<file path="src/hdl/lsb_stego_embed_walk_assert.svh">
// Assertion macros shared by the embedder modules.
// LSEW_ASSERT_IMP checks that cons holds in the same cycle as ante.
// LSEW_ASSERT_NXT checks that cons holds in the cycle after ante.
`ifndef LSB_STEGO_EMBED_WALK_ASSERT_SVH
`define LSB_STEGO_EMBED_WALK_ASSERT_SVH
`ifndef SYNTHESIS
`define LSEW_ASSERT_IMP(label, clk, rst_n, ante, cons) \
  label: assert property (@(posedge clk) disable iff (!rst_n) (ante) |-> (cons)) \
    else $error("lsew assertion failed");
`define LSEW_ASSERT_NXT(label, clk, rst_n, ante, cons) \
  label: assert property (@(posedge clk) disable iff (!rst_n) (ante) |=> (cons)) \
    else $error("lsew assertion failed");
`else
`define LSEW_ASSERT_IMP(label, clk, rst_n, ante, cons)
`define LSEW_ASSERT_NXT(label, clk, rst_n, ante, cons)
`endif
`endif

</file>
<file path="src/hdl/lsew_pkg.sv">
`default_nettype none
package lsew_pkg;

  localparam int DIM_W    = 13;  // image width / height registers
  localparam int COL_W    = 12;  // walk column
  localparam int ROW_W    = 13;  // walk row
  localparam int JUMP_W   = 12;
  localparam int DEPTH_W  = 4;
  localparam int CFG_W    = 13;
  localparam int WORK_W   = 15;  // walk arithmetic before wrapping
  localparam int PEND_W   = 31;  // queued message bits
  localparam int PCNT_W   = 5;
  localparam int PIX_W    = 24;  // three channels of up to eight bits
  localparam int PCOUNT_W = 25;  // pixels written, saturating
  localparam int CAP_W    = 26;  // width times height
  localparam int RES_W    = 3;
  localparam int DIV_STEPS = WORK_W;
  localparam int DCNT_W   = 4;

  localparam logic [RES_W-1:0] RESULTS_MAX = 3'd4;

  typedef enum logic [1:0] {
    REG_IMAGE_WIDTH,
    REG_IMAGE_HEIGHT,
    REG_WALK_JUMP,
    REG_BITS_PER_CHANNEL
  } lsew_reg_t;

  typedef enum logic [2:0] {
    ST_IDLE,
    ST_CHECK,
    ST_WROW,
    ST_WDIV1,
    ST_WCOL,
    ST_WDIV2,
    ST_WFIX
  } lsew_state_t;

  typedef struct packed {
    logic load;        // take the accepted byte into the bit queue
    logic cfg_we;      // write a configuration register
    logic emit;        // capture one pixel write into the output register
    logic partial;     // the captured pixel is the zero-padded flush
    logic run_end;     // the captured pixel is the last one of this byte
    logic div_start;   // start a wrap division
    logic div_col;     // divide the column by the width (else row by height)
    logic take_row;    // fold the row division result into the walk
    logic take_col;    // fold the column division result into the walk
    logic commit;      // write the stepped walk position back
    logic clear_pend;  // drop queued bits at the end of a message
  } lsew_cmd_t;

  typedef struct packed {
    logic pc_ge_n;     // a whole pixel of bits is queued
    logic pc_nz;       // some bits are queued
    logic final_flag;  // current byte ends the message
    logic more_after;  // a whole pixel stays queued after this one
    logic rest_after;  // bits stay queued after this one
    logic slot_free;   // output register can take a pixel this cycle
    logic row_ovf;     // stepped row is past the last row
    logic col_ovf;     // carried column is past the last column
    logic div_done;
  } lsew_stat_t;

endpackage
`default_nettype wire

</file>
<file path="src/hdl/lsew_div.sv">
`default_nettype none
`include "lsb_stego_embed_walk_assert.svh"
module lsew_div (
  input  wire logic                        clk,
  input  wire logic                        rst_n,
  input  wire logic                        start,
  input  wire logic [lsew_pkg::WORK_W-1:0] dividend,
  input  wire logic [lsew_pkg::DIM_W-1:0]  divisor,
  output logic      [lsew_pkg::WORK_W-1:0] quotient,
  output logic      [lsew_pkg::DIM_W-1:0]  remainder,
  output logic                             done
);
  import lsew_pkg::*;

  logic [WORK_W-1:0] quo_r;
  logic [DIM_W-1:0]  rem_r;
  logic [DIM_W-1:0]  dvs_r;
  logic [DCNT_W-1:0] cnt_r;
  logic              busy_r;
  logic              done_r;
  logic [DIM_W:0]    trial;
  logic [DIM_W:0]    diff;
  logic              fits;

  // Restoring division, one quotient bit per cycle.
  assign trial = {rem_r, quo_r[WORK_W-1]};
  assign fits  = trial >= {1'b0, dvs_r};
  assign diff  = trial - {1'b0, dvs_r};

  always_ff @(posedge clk) begin
    if (!rst_n) begin
      busy_r <= 1'b0;
      done_r <= 1'b0;
      cnt_r  <= '0;
    end else begin
      done_r <= 1'b0;
      if (start) begin
        busy_r <= 1'b1;
        cnt_r  <= DCNT_W'(DIV_STEPS - 1);
      end else if (busy_r) begin
        cnt_r <= cnt_r - 1'b1;
        if (cnt_r == '0) begin
          busy_r <= 1'b0;
          done_r <= 1'b1;
        end
      end
    end
  end

  always_ff @(posedge clk) begin
    if (start) begin
      quo_r <= dividend;
      rem_r <= '0;
      dvs_r <= divisor;
    end else if (busy_r) begin
      quo_r <= {quo_r[WORK_W-2:0], fits};
      rem_r <= fits ? diff[DIM_W-1:0] : trial[DIM_W-1:0];
    end
  end

  assign quotient  = quo_r;
  assign remainder = rem_r;
  assign done      = done_r;

  `LSEW_ASSERT_NXT(a_div_busy_after_start, clk, rst_n, start, busy_r && !done_r)
  `LSEW_ASSERT_IMP(a_div_done_idle, clk, rst_n, done_r, !busy_r)

endmodule
`default_nettype wire

</file>
<file path="src/hdl/lsew_dpath.sv">
`default_nettype none
module lsew_dpath #(
  parameter int MAX_DIM = 4096
) (
  input  wire logic                          clk,
  input  wire logic                          rst_n,
  input  wire lsew_pkg::lsew_cmd_t           cmd,
  output lsew_pkg::lsew_stat_t               st,
  input  wire logic [7:0]                    in_message_byte,
  input  wire logic                          in_final_byte,
  input  wire logic [1:0]                    cfg_index,
  input  wire logic [lsew_pkg::CFG_W-1:0]    cfg_data,
  output logic                               out_valid,
  input  wire logic                          out_ready,
  output logic      [lsew_pkg::COL_W-1:0]    out_pixel_col,
  output logic      [lsew_pkg::ROW_W-1:0]    out_pixel_row,
  output logic      [7:0]                    out_red_low,
  output logic      [7:0]                    out_green_low,
  output logic      [7:0]                    out_blue_low,
  output logic      [1:0]                    out_channels_used,
  output logic                               out_run_end,
  output logic                               out_capacity_exceeded
);
  import lsew_pkg::*;

  localparam logic [DIM_W-1:0] DIM_LIMIT =
    (MAX_DIM > 8191) ? 13'd8191 : DIM_W'(MAX_DIM);

  // Configuration, held in effective (clamped) form.
  logic [DIM_W-1:0]   wd_r, ht_r;
  logic [JUMP_W-1:0]  jump_r;
  logic [DEPTH_W-1:0] depth_r;
  logic [CAP_W-1:0]   cap_r;
  logic [DIM_W-1:0]   dim_clamped;
  logic [DEPTH_W-1:0] depth_clamped;

  // Message and walk state.
  logic [PEND_W-1:0]   pend_bits_r;
  logic [PCNT_W-1:0]   pend_cnt_r;
  logic                final_r;
  logic [COL_W-1:0]    walk_col_r;
  logic [ROW_W-1:0]    walk_row_r;
  logic [PCOUNT_W-1:0] pix_cnt_r;
  logic [WORK_W-1:0]   wc_r, wr_r;

  // Output register.
  logic               out_valid_r;
  logic [COL_W-1:0]   col_r;
  logic [ROW_W-1:0]   row_r;
  logic [7:0]         red_r, green_r, blue_r;
  logic [1:0]         used_r;
  logic               run_end_r;
  logic               drop_r;

  // Pixel extraction.
  logic [PCNT_W-1:0] n_bits;
  logic [PCNT_W-1:0] pc_rest;
  logic [PIX_W-1:0]  nmask;
  logic [PIX_W-1:0]  full_pix, part_pix, pix;
  logic [7:0]        cmask;
  logic [7:0]        red_v, green_v, blue_v;
  logic [1:0]        used;
  logic              drop;
  logic [PEND_W-1:0] rest_mask;

  // Walk arithmetic.
  logic [WORK_W-1:0] div_q;
  logic [DIM_W-1:0]  div_rem;
  logic              div_done;
  logic [WORK_W-1:0] row_final;

  always_comb begin
    dim_clamped = cfg_data;
    if (cfg_data == '0) begin
      dim_clamped = DIM_W'(1);
    end else if (cfg_data > DIM_LIMIT) begin
      dim_clamped = DIM_LIMIT;
    end
    depth_clamped = cfg_data[DEPTH_W-1:0];
    if (cfg_data[DEPTH_W-1:0] == '0) begin
      depth_clamped = DEPTH_W'(1);
    end else if (cfg_data[DEPTH_W-1:0] > DEPTH_W'(8)) begin
      depth_clamped = DEPTH_W'(8);
    end
  end

  always_ff @(posedge clk) begin
    if (!rst_n) begin
      wd_r    <= DIM_W'(1);
      ht_r    <= DIM_W'(1);
      jump_r  <= JUMP_W'(1);
      depth_r <= DEPTH_W'(1);
    end else if (cmd.cfg_we) begin
      unique case (lsew_reg_t'(cfg_index))
        REG_IMAGE_WIDTH:      wd_r    <= dim_clamped;
        REG_IMAGE_HEIGHT:     ht_r    <= dim_clamped;
        REG_WALK_JUMP:        jump_r  <= cfg_data[JUMP_W-1:0];
        REG_BITS_PER_CHANNEL: depth_r <= depth_clamped;
        default:              ;
      endcase
    end
  end

  // Image capacity follows the registers in the cycle after they change.
  always_ff @(posedge clk) begin
    cap_r <= CAP_W'(wd_r * ht_r);
  end

  assign n_bits    = PCNT_W'({depth_r, 1'b0} + {1'b0, depth_r});
  assign pc_rest   = pend_cnt_r - n_bits;
  assign nmask     = PIX_W'((25'd1 << n_bits) - 25'd1);
  assign cmask     = 8'((9'd1 << depth_r) - 9'd1);
  assign rest_mask = (PEND_W'(1) << pc_rest) - PEND_W'(1);
  assign full_pix  = PIX_W'(pend_bits_r >> pc_rest) & nmask;
  assign part_pix  = PIX_W'(pend_bits_r << (n_bits - pend_cnt_r)) & nmask;
  assign pix       = cmd.partial ? part_pix : full_pix;

  // A flushed pixel fills only the channels that its bits reach.
  always_comb begin
    used = 2'd3;
    if (cmd.partial) begin
      if (pend_cnt_r > {depth_r, 1'b0}) begin
        used = 2'd3;
      end else if (pend_cnt_r > {1'b0, depth_r}) begin
        used = 2'd2;
      end else begin
        used = 2'd1;
      end
    end
    red_v   = 8'(pix >> {depth_r, 1'b0}) & cmask;
    green_v = (used >= 2'd2) ? (8'(pix >> depth_r) & cmask) : 8'd0;
    blue_v  = (used == 2'd3) ? (8'(pix) & cmask) : 8'd0;
  end

  assign drop = ({1'b0, pix_cnt_r} >= cap_r) || ({1'b0, walk_col_r} >= wd_r) ||
                (walk_row_r >= ht_r);

  always_ff @(posedge clk) begin
    if (!rst_n) begin
      pend_bits_r <= '0;
      pend_cnt_r  <= '0;
      final_r     <= 1'b0;
    end else if (cmd.cfg_we && (lsew_reg_t'(cfg_index) == REG_BITS_PER_CHANNEL)) begin
      pend_bits_r <= '0;
      pend_cnt_r  <= '0;
    end else if (cmd.load) begin
      pend_bits_r <= {pend_bits_r[PEND_W-9:0], in_message_byte};
      pend_cnt_r  <= pend_cnt_r + PCNT_W'(8);
      final_r     <= in_final_byte;
    end else if (cmd.emit) begin
      if (cmd.partial) begin
        pend_bits_r <= '0;
        pend_cnt_r  <= '0;
      end else begin
        pend_bits_r <= pend_bits_r & rest_mask;
        pend_cnt_r  <= pc_rest;
      end
    end else if (cmd.clear_pend) begin
      pend_bits_r <= '0;
      pend_cnt_r  <= '0;
    end
  end

  lsew_div u_div (
    .clk       (clk),
    .rst_n     (rst_n),
    .start     (cmd.div_start),
    .dividend  (cmd.div_col ? wc_r : wr_r),
    .divisor   (cmd.div_col ? wd_r : ht_r),
    .quotient  (div_q),
    .remainder (div_rem),
    .done      (div_done)
  );

  // A walk that comes back to the origin skips on by half a jump.
  assign row_final = ((wc_r == '0) && (wr_r == '0)) ?
                     (wr_r + WORK_W'(jump_r >> 1)) : wr_r;

  always_ff @(posedge clk) begin
    if (!rst_n) begin
      walk_col_r <= '0;
      walk_row_r <= '0;
      pix_cnt_r  <= '0;
    end else begin
      if (cmd.emit && (pix_cnt_r != '1)) begin
        pix_cnt_r <= pix_cnt_r + 1'b1;
      end
      if (cmd.commit) begin
        walk_col_r <= wc_r[COL_W-1:0];
        walk_row_r <= row_final[ROW_W-1:0];
      end
    end
  end

  always_ff @(posedge clk) begin
    if (cmd.emit) begin
      wr_r <= WORK_W'(walk_row_r) + WORK_W'(jump_r);
      wc_r <= WORK_W'(walk_col_r);
    end else if (cmd.take_row) begin
      wc_r <= wc_r + div_q;
      wr_r <= WORK_W'(div_rem);
    end else if (cmd.take_col) begin
      wr_r <= wr_r + div_q;
      wc_r <= WORK_W'(div_rem);
    end
  end

  always_ff @(posedge clk) begin
    if (!rst_n) begin
      out_valid_r <= 1'b0;
    end else if (cmd.emit) begin
      out_valid_r <= 1'b1;
    end else if (out_ready) begin
      out_valid_r <= 1'b0;
    end
  end

  always_ff @(posedge clk) begin
    if (cmd.emit) begin
      col_r     <= walk_col_r;
      row_r     <= walk_row_r;
      red_r     <= red_v;
      green_r   <= green_v;
      blue_r    <= blue_v;
      used_r    <= used;
      run_end_r <= cmd.run_end;
      drop_r    <= drop;
    end
  end

  assign st.pc_ge_n    = pend_cnt_r >= n_bits;
  assign st.pc_nz      = pend_cnt_r != '0;
  assign st.final_flag = final_r;
  assign st.more_after = pc_rest >= n_bits;
  assign st.rest_after = pc_rest != '0;
  assign st.slot_free  = !out_valid_r || out_ready;
  assign st.row_ovf    = wr_r >= WORK_W'(ht_r);
  assign st.col_ovf    = wc_r >= WORK_W'(wd_r);
  assign st.div_done   = div_done;

  assign out_valid             = out_valid_r;
  assign out_pixel_col         = col_r;
  assign out_pixel_row         = row_r;
  assign out_red_low           = red_r;
  assign out_green_low         = green_r;
  assign out_blue_low          = blue_r;
  assign out_channels_used     = used_r;
  assign out_run_end           = run_end_r;
  assign out_capacity_exceeded = drop_r;

endmodule
`default_nettype wire

</file>
<file path="src/hdl/lsew_ctrl.sv">
`default_nettype none
`include "lsb_stego_embed_walk_assert.svh"
module lsew_ctrl (
  input  wire logic                 clk,
  input  wire logic                 rst_n,
  input  wire logic                 in_valid,
  output logic                      in_ready,
  input  wire logic                 cfg_valid,
  output logic                      cfg_ready,
  input  wire lsew_pkg::lsew_stat_t st,
  output lsew_pkg::lsew_cmd_t       cmd
);
  import lsew_pkg::*;

  lsew_state_t      state_r, state_nxt;
  logic [RES_W-1:0] cnt_r;
  logic             room;
  logic             full_ok;
  logic             part_ok;
  logic             more;

  // At most four pixel writes come from one byte.
  assign room    = cnt_r < RESULTS_MAX;
  assign full_ok = room && st.pc_ge_n;
  assign part_ok = room && !st.pc_ge_n && st.final_flag && st.pc_nz;
  assign more    = (cnt_r < (RESULTS_MAX - 1'b1)) &&
                   (st.more_after || (st.final_flag && st.rest_after));

  always_ff @(posedge clk) begin
    if (!rst_n) begin
      state_r <= ST_IDLE;
      cnt_r   <= '0;
    end else begin
      state_r <= state_nxt;
      if (cmd.load) begin
        cnt_r <= '0;
      end else if (cmd.emit) begin
        cnt_r <= cnt_r + 1'b1;
      end
    end
  end

  always_comb begin
    state_nxt = state_r;
    unique case (state_r)
      ST_IDLE: begin
        if (in_valid && !cfg_valid) begin
          state_nxt = ST_CHECK;
        end
      end
      ST_CHECK: begin
        if (full_ok || part_ok) begin
          if (st.slot_free) begin
            state_nxt = ST_WROW;
          end
        end else begin
          state_nxt = ST_IDLE;
        end
      end
      ST_WROW:  state_nxt = st.row_ovf ? ST_WDIV1 : ST_WFIX;
      ST_WDIV1: state_nxt = st.div_done ? ST_WCOL : ST_WDIV1;
      ST_WCOL:  state_nxt = st.col_ovf ? ST_WDIV2 : ST_WFIX;
      ST_WDIV2: state_nxt = st.div_done ? ST_WFIX : ST_WDIV2;
      ST_WFIX:  state_nxt = ST_CHECK;
      default:  state_nxt = ST_IDLE;
    endcase
  end

  always_comb begin
    cmd       = '0;
    in_ready  = 1'b0;
    cfg_ready = 1'b0;
    unique case (state_r)
      ST_IDLE: begin
        in_ready   = !cfg_valid;
        cfg_ready  = 1'b1;
        cmd.load   = in_valid && !cfg_valid;
        cmd.cfg_we = cfg_valid;
      end
      ST_CHECK: begin
        if (full_ok || part_ok) begin
          cmd.emit    = st.slot_free;
          cmd.partial = part_ok;
          cmd.run_end = part_ok || !more;
        end else begin
          cmd.clear_pend = st.final_flag;
        end
      end
      ST_WROW: begin
        cmd.div_start = st.row_ovf;
      end
      ST_WDIV1: begin
        cmd.take_row = st.div_done;
      end
      ST_WCOL: begin
        cmd.div_start = st.col_ovf;
        cmd.div_col   = 1'b1;
      end
      ST_WDIV2: begin
        cmd.take_col = st.div_done;
        cmd.div_col  = 1'b1;
      end
      ST_WFIX: begin
        cmd.commit = 1'b1;
      end
      default: ;
    endcase
  end

  `LSEW_ASSERT_IMP(a_emit_slot_free, clk, rst_n, cmd.emit, st.slot_free)
  `LSEW_ASSERT_IMP(a_result_limit, clk, rst_n, 1'b1, cnt_r <= RESULTS_MAX)
  `LSEW_ASSERT_NXT(a_wait_divider, clk, rst_n, (state_r == ST_WDIV1) && !st.div_done, state_r == ST_WDIV1)
  `LSEW_ASSERT_NXT(a_emit_walks, clk, rst_n, cmd.emit, state_r == ST_WROW)

endmodule
`default_nettype wire

</file>
<file path="src/hdl/lsb_stego_embed_walk.sv">
`default_nettype none
// LSB steganography embedder. Message bytes arrive MSB first on the in_ channel; every
// 3*bits_per_channel queued bits leave as one pixel write on the out_ channel, with red,
// green and blue low bits right aligned and the pixel's column and row from a strided walk
// that wraps rows into columns and back. A byte marked final flushes a zero-padded partial
// pixel. After each pixel write the walk steps its row; a row that leaves the image is
// wrapped into the column by the single shared divider, which produces one quotient bit per
// cycle; the divider then wraps the column too if it leaves the image. A byte gives at
// most four pixel writes. The next byte is taken while the last pixel write is still
// waiting on out_ready. Configuration is written only while the block is idle; writing
// bits_per_channel discards any queued message bits.
module lsb_stego_embed_walk #(
  parameter int MAX_DIM = 4096
) (
  input  wire logic                       clk,
  input  wire logic                       rst_n,
  input  wire logic                       in_valid,
  output logic                            in_ready,
  input  wire logic [7:0]                 in_message_byte,
  input  wire logic                       in_final_byte,
  output logic                            out_valid,
  input  wire logic                       out_ready,
  output logic      [lsew_pkg::COL_W-1:0] out_pixel_col,
  output logic      [lsew_pkg::ROW_W-1:0] out_pixel_row,
  output logic      [7:0]                 out_red_low,
  output logic      [7:0]                 out_green_low,
  output logic      [7:0]                 out_blue_low,
  output logic      [1:0]                 out_channels_used,
  output logic                            out_run_end,
  output logic                            out_capacity_exceeded,
  input  wire logic                       cfg_valid,
  output logic                            cfg_ready,
  input  wire logic [1:0]                 cfg_index,
  input  wire logic [lsew_pkg::CFG_W-1:0] cfg_data
);
  import lsew_pkg::*;

  lsew_cmd_t  cmd;
  lsew_stat_t st;

  lsew_ctrl u_ctrl (
    .clk       (clk),
    .rst_n     (rst_n),
    .in_valid  (in_valid),
    .in_ready  (in_ready),
    .cfg_valid (cfg_valid),
    .cfg_ready (cfg_ready),
    .st        (st),
    .cmd       (cmd)
  );

  lsew_dpath #(
    .MAX_DIM (MAX_DIM)
  ) u_dpath (
    .clk                   (clk),
    .rst_n                 (rst_n),
    .cmd                   (cmd),
    .st                    (st),
    .in_message_byte       (in_message_byte),
    .in_final_byte         (in_final_byte),
    .cfg_index             (cfg_index),
    .cfg_data              (cfg_data),
    .out_valid             (out_valid),
    .out_ready             (out_ready),
    .out_pixel_col         (out_pixel_col),
    .out_pixel_row         (out_pixel_row),
    .out_red_low           (out_red_low),
    .out_green_low         (out_green_low),
    .out_blue_low          (out_blue_low),
    .out_channels_used     (out_channels_used),
    .out_run_end           (out_run_end),
    .out_capacity_exceeded (out_capacity_exceeded)
  );

endmodule
`default_nettype wire

</file>
<file path="config.mk">
export PLATFORM = sky130hd
export DESIGN_NAME = lsb_stego_embed_walk
export DESIGN_NICKNAME = d
export VERILOG_FILES = /design/src/hdl/lsew_pkg.sv /design/src/hdl/lsew_div.sv /design/src/hdl/lsew_dpath.sv /design/src/hdl/lsew_ctrl.sv /design/src/hdl/lsb_stego_embed_walk.sv
export VERILOG_INCLUDE_DIRS = /design/src /design/src/hdl
export SDC_FILE = /design/constraint.sdc
export NUM_CORES = 1
export LEC_CHECK = 0
export ABC_AREA = 1
export BUFFER_PORTS_ARGS = -buffer_cell sky130_fd_sc_hd__clkbuf_2
export CAP_MARGIN = 15
export CORE_ASPECT_RATIO = 1.5
export CORE_MARGIN = 2
export CORE_UTILIZATION = 50
export CTS_BUF_LIST = sky130_fd_sc_hd__clkbuf_16
export CTS_CLUSTER_DIAMETER = 150
export DETAILED_ROUTE_END_ITERATION = 7
export HOLD_SLACK_MARGIN = 0.08
export PLACE_DENSITY = 0.66
export SLEW_MARGIN = 25
export SYNTH_ARGS = -nofsm -noshare
export SYNTH_HDL_FRONTEND = slang
export SYNTH_SLANG_ARGS = --single-unit
export TNS_END_PERCENT = 20
</file>
<file path="constraint.sdc">
create_clock -name clk -period 7.74 [get_ports clk]
set_input_delay 1.548 -clock clk [delete_from_list [all_inputs] [get_ports clk]]
set_output_delay 1.548 -clock clk [all_outputs]
set_load 0.02 [all_outputs]
</file>
==> out/metrics.yaml <==
synth:
  syn_area_per_cell_um2: 6.91
  synth-edff-count: 108
  yosys.cell_types.count: 69
  synthesis.area_um2: 28600
  ys_ff_latch: 292
  synth_nets: 4545
  yosysWarnings: 0
  yosys_most_used_dff: "dfxtp_1"
  synth_sequential_area_ratio_pct: 24.2
  async_reset_ff_share_pct: 0
  netlist_instances: 4139
finish:
  area_growth_syn_to_layout_pct: 6.62
  final-instance-count-excl-fill: 4914
  layout.filler_cells: 5851
  final_common_cell: "nand2_1"
  drive_above_1_share_pct: 6.05
  final_net_count: 4532
  multi_input_comb_area_um2: 18700
  insertedDiodeCount: 0
  final_cell_mix: "1056 x nand2_1, 589 x inv_1, 397 x nand3_1, 321 x nor2_1, 269 x a21oi_1"
  area.sequential_um2: 6930
routing:
  detail_route.vias_per_cell: 5.66
  drt-pass1-iter-count: 8
  route.met2.wl_mm: 49.4
  drt_iter0_markers: 2203
  routed-wl-met3_mm: 5.13
  dr.max_layer_used: "met4"
  wirelength_mm: 96.2
  drcViolationCount: 0
  final_antenna_net_count: 0
  routedLengthMet1_mm: 35.1
  routedWlPerCell_um: 19.6
  vias: 27800
worst_setup_path:
  timing.critical_path.from_type: "register"
  critical_path.endpoint_type: "register"
  crit_fanout: 16
  path_class: "reg -> reg"
  timing.critical_path.arrival_ps: 6180
  required_time_of_the_worst_setup_path_ps: 8210
  register_to_register_path_setup_slack_ps: 2030
sta:
  setup_violations: 0
  max_slew.worst_pin.slew_ps: 989
  min_period_ps: 5710
  setup_tns_ps: 0
  slew-limit-headroom_pct: 34.0
  max_freq_mhz: 175
  final-hold-violation-count: 0
  final_min_period_over_clock_period_pct: 73.7
  clock-skew-final_ps: 44.8
  grt_setup_unrepaired: "no"
  slew_violations: 0
clock_tree:
  quantity_of_hold_fixing_buffers_added_after_cts: 0
  tritoncts: "done"
  clkSinkCount: 292
  h-tree-depth: 1
  cts_max_path_buffers: 3
  post_cts_buffers: 0
  clock_input_transition_at_the_sequential_cells_of_the_worst_setup_and_hold_paths_ps: 70
  cts-root-buf: "clkbuf_16"
  clk_latency_ps: 630
  cts-buffers-inserted: 31
  ctsResizeCount: 0
floorplanning:
  design.die.area_um2: 59200
  row_count: 107
  initial_core_utilization_pct: 50.4
  die_height_um: 297
  ports: 85
  floorplan.die.width_um: 199
  core-area_um2: 56800
pwr:
  cellLeakagePower_nw: 14.9
  cellPowerDensity_nw_per_um2: 166
  irDropWorstVdd_v: 0.000171
placed_design:
  hpwlAfterDp_mm: 74.4
  placedCellCount: 4856
  gp_congestion: 0.964
  port-buffer-count: 84
grt:
  global_route_wire_length_before_repair_mm: 149
  grt_max_degree: 61
  grt_overflow_total: 0
  globalRouteTotalUtil_pct: 32.6
  antenna_found_initial: 0
  first_global_vias: 26800
job:
  number_of_maximum_capacitance_constraint_violations: 0
hold_path:
  hold_class: "reg -> reg"
status:
  status: "finished, final reports clean"
==> registers in the layout (all words and copies together), names as in the netlist, 13 cells and up <==
| name | cells |
|---|---|
| u_dpath.wr_r | 15 |
| u_dpath.ht_r | 13 |
| u_dpath.out_pixel_row | 13 |
| u_dpath.u_div.remainder | 13 |
| u_dpath.cap_r | 26 |
| u_dpath.pix_cnt_r | 25 |
| u_dpath.u_div.dvs_r | 13 |
| u_dpath.u_div.quotient | 15 |
| u_dpath.walk_row_r | 13 |
| u_dpath.pend_bits_r | 31 |
| u_dpath.wd_r | 13 |
| u_dpath.wc_r | 15 |
==> power by group <==
part | internal [W] | total, W | switching [W]
Sequential | 0.00169 | 0.00183 | 0.000140
Combinational | 0.000539 | 0.00172 | 0.00119
Clock | 0.000828 | 0.00151 | 0.000687
Total | 0.00306 | 0.00507 | 0.00201
==> path summary, 6_finish.rpt <==
| path | to | cells past startpoint | start |
|---|---|---|---|
| setup / recovery | u_dpath.cap_r[25] | 18 | u_dpath.wd_r[10] |
| hold / removal | u_dpath.out_pixel_col[0] | 0 | u_dpath.walk_col_r[0] |
| hold reg to reg | u_dpath.out_pixel_col[0] | 0 | u_dpath.walk_col_r[0] |
| setup reg to reg | u_dpath.cap_r[25] | 18 | u_dpath.wd_r[10] |
==> metrics by stage <==
step	hold slack, ps	setup WS, ps	instance area [um2]	total power, W	utilization [%]
detailed placement	451	2100	29500	0.00355	52.0
finish	477	2030	30500	0.00507	53.8
global placement	451	2100	29500	0.00354	52.0
floorplan	425	2380	28600	0.00307	-
global route	489	1660	30500	0.00535	53.8
CTS	477	2040	30500	0.00506	53.8
==> worst max-delay path, stage by stage (launching register included) <==
cell and delay, ps:
dfxtp_1 870, nand2_1 170, fa_1 570, inv_1 50, fa_1 490, inv_1 50, fa_1 510, fa_1 530
fa_1 540, inv_1 40, ha_1 350, nand2_1 100, nor4_1 470, nand4_1 190, nand3_1 190, nand3_1 90
nand2_1 100, a31oi_1 90, xor2_1 150
==> synthesized netlist by cell type, types with 26 or more instances <==
cell / instances / share of area, %
nor2_1: 323 / 4.2
o22ai_1: 26 / 0.57
xnor2_1: 28 / 0.86
buf_2: 38 / 0.66
a21oi_1: 269 / 4.7
o21ai_0: 219 / 3.8
nand4_1: 42 / 0.92
a31oi_1: 26 / 0.57
nor3_1: 51 / 0.89
clkbuf_1: 93 / 1.2
dfxtp_1: 184 / 13
edfxtp_1: 108 / 11
ha_1: 248 / 11
inv_1: 581 / 7.6
fa_1: 129 / 9.0
nand2_1: 1057 / 14
nand3_1: 397 / 6.9
xor2_1: 59 / 1.8
==> cells by family after synthesis <==
kind of cell	count (synthesis)	share of synthesized area, %
xor+xnor	92	2.95
simple gates	1971	29.9
flops	292	24.2
compound gates	652	12.6
fa+ha+maj	377	19.9
buf+inv	755	10.5
==> metal layers <==
metal	vias to the layer above	GRT usage, %
met4	0	19.5
met5	-	0
met3	311	3.17
li1	13500	-
met2	1016	59.7
met1	12900	36.0
==> layout make-up <==
class                   instances  area share (%)
inverters                     597            7.36
clock inverters                24           0.529
well taps                     763            3.13
multi-input cells            3092            61.4
repair buffers                112            2.07
flip-flops and latches        292            22.7
clock buffers                  34            2.79
Note: power is estimated with default switching activity, not from simulation.
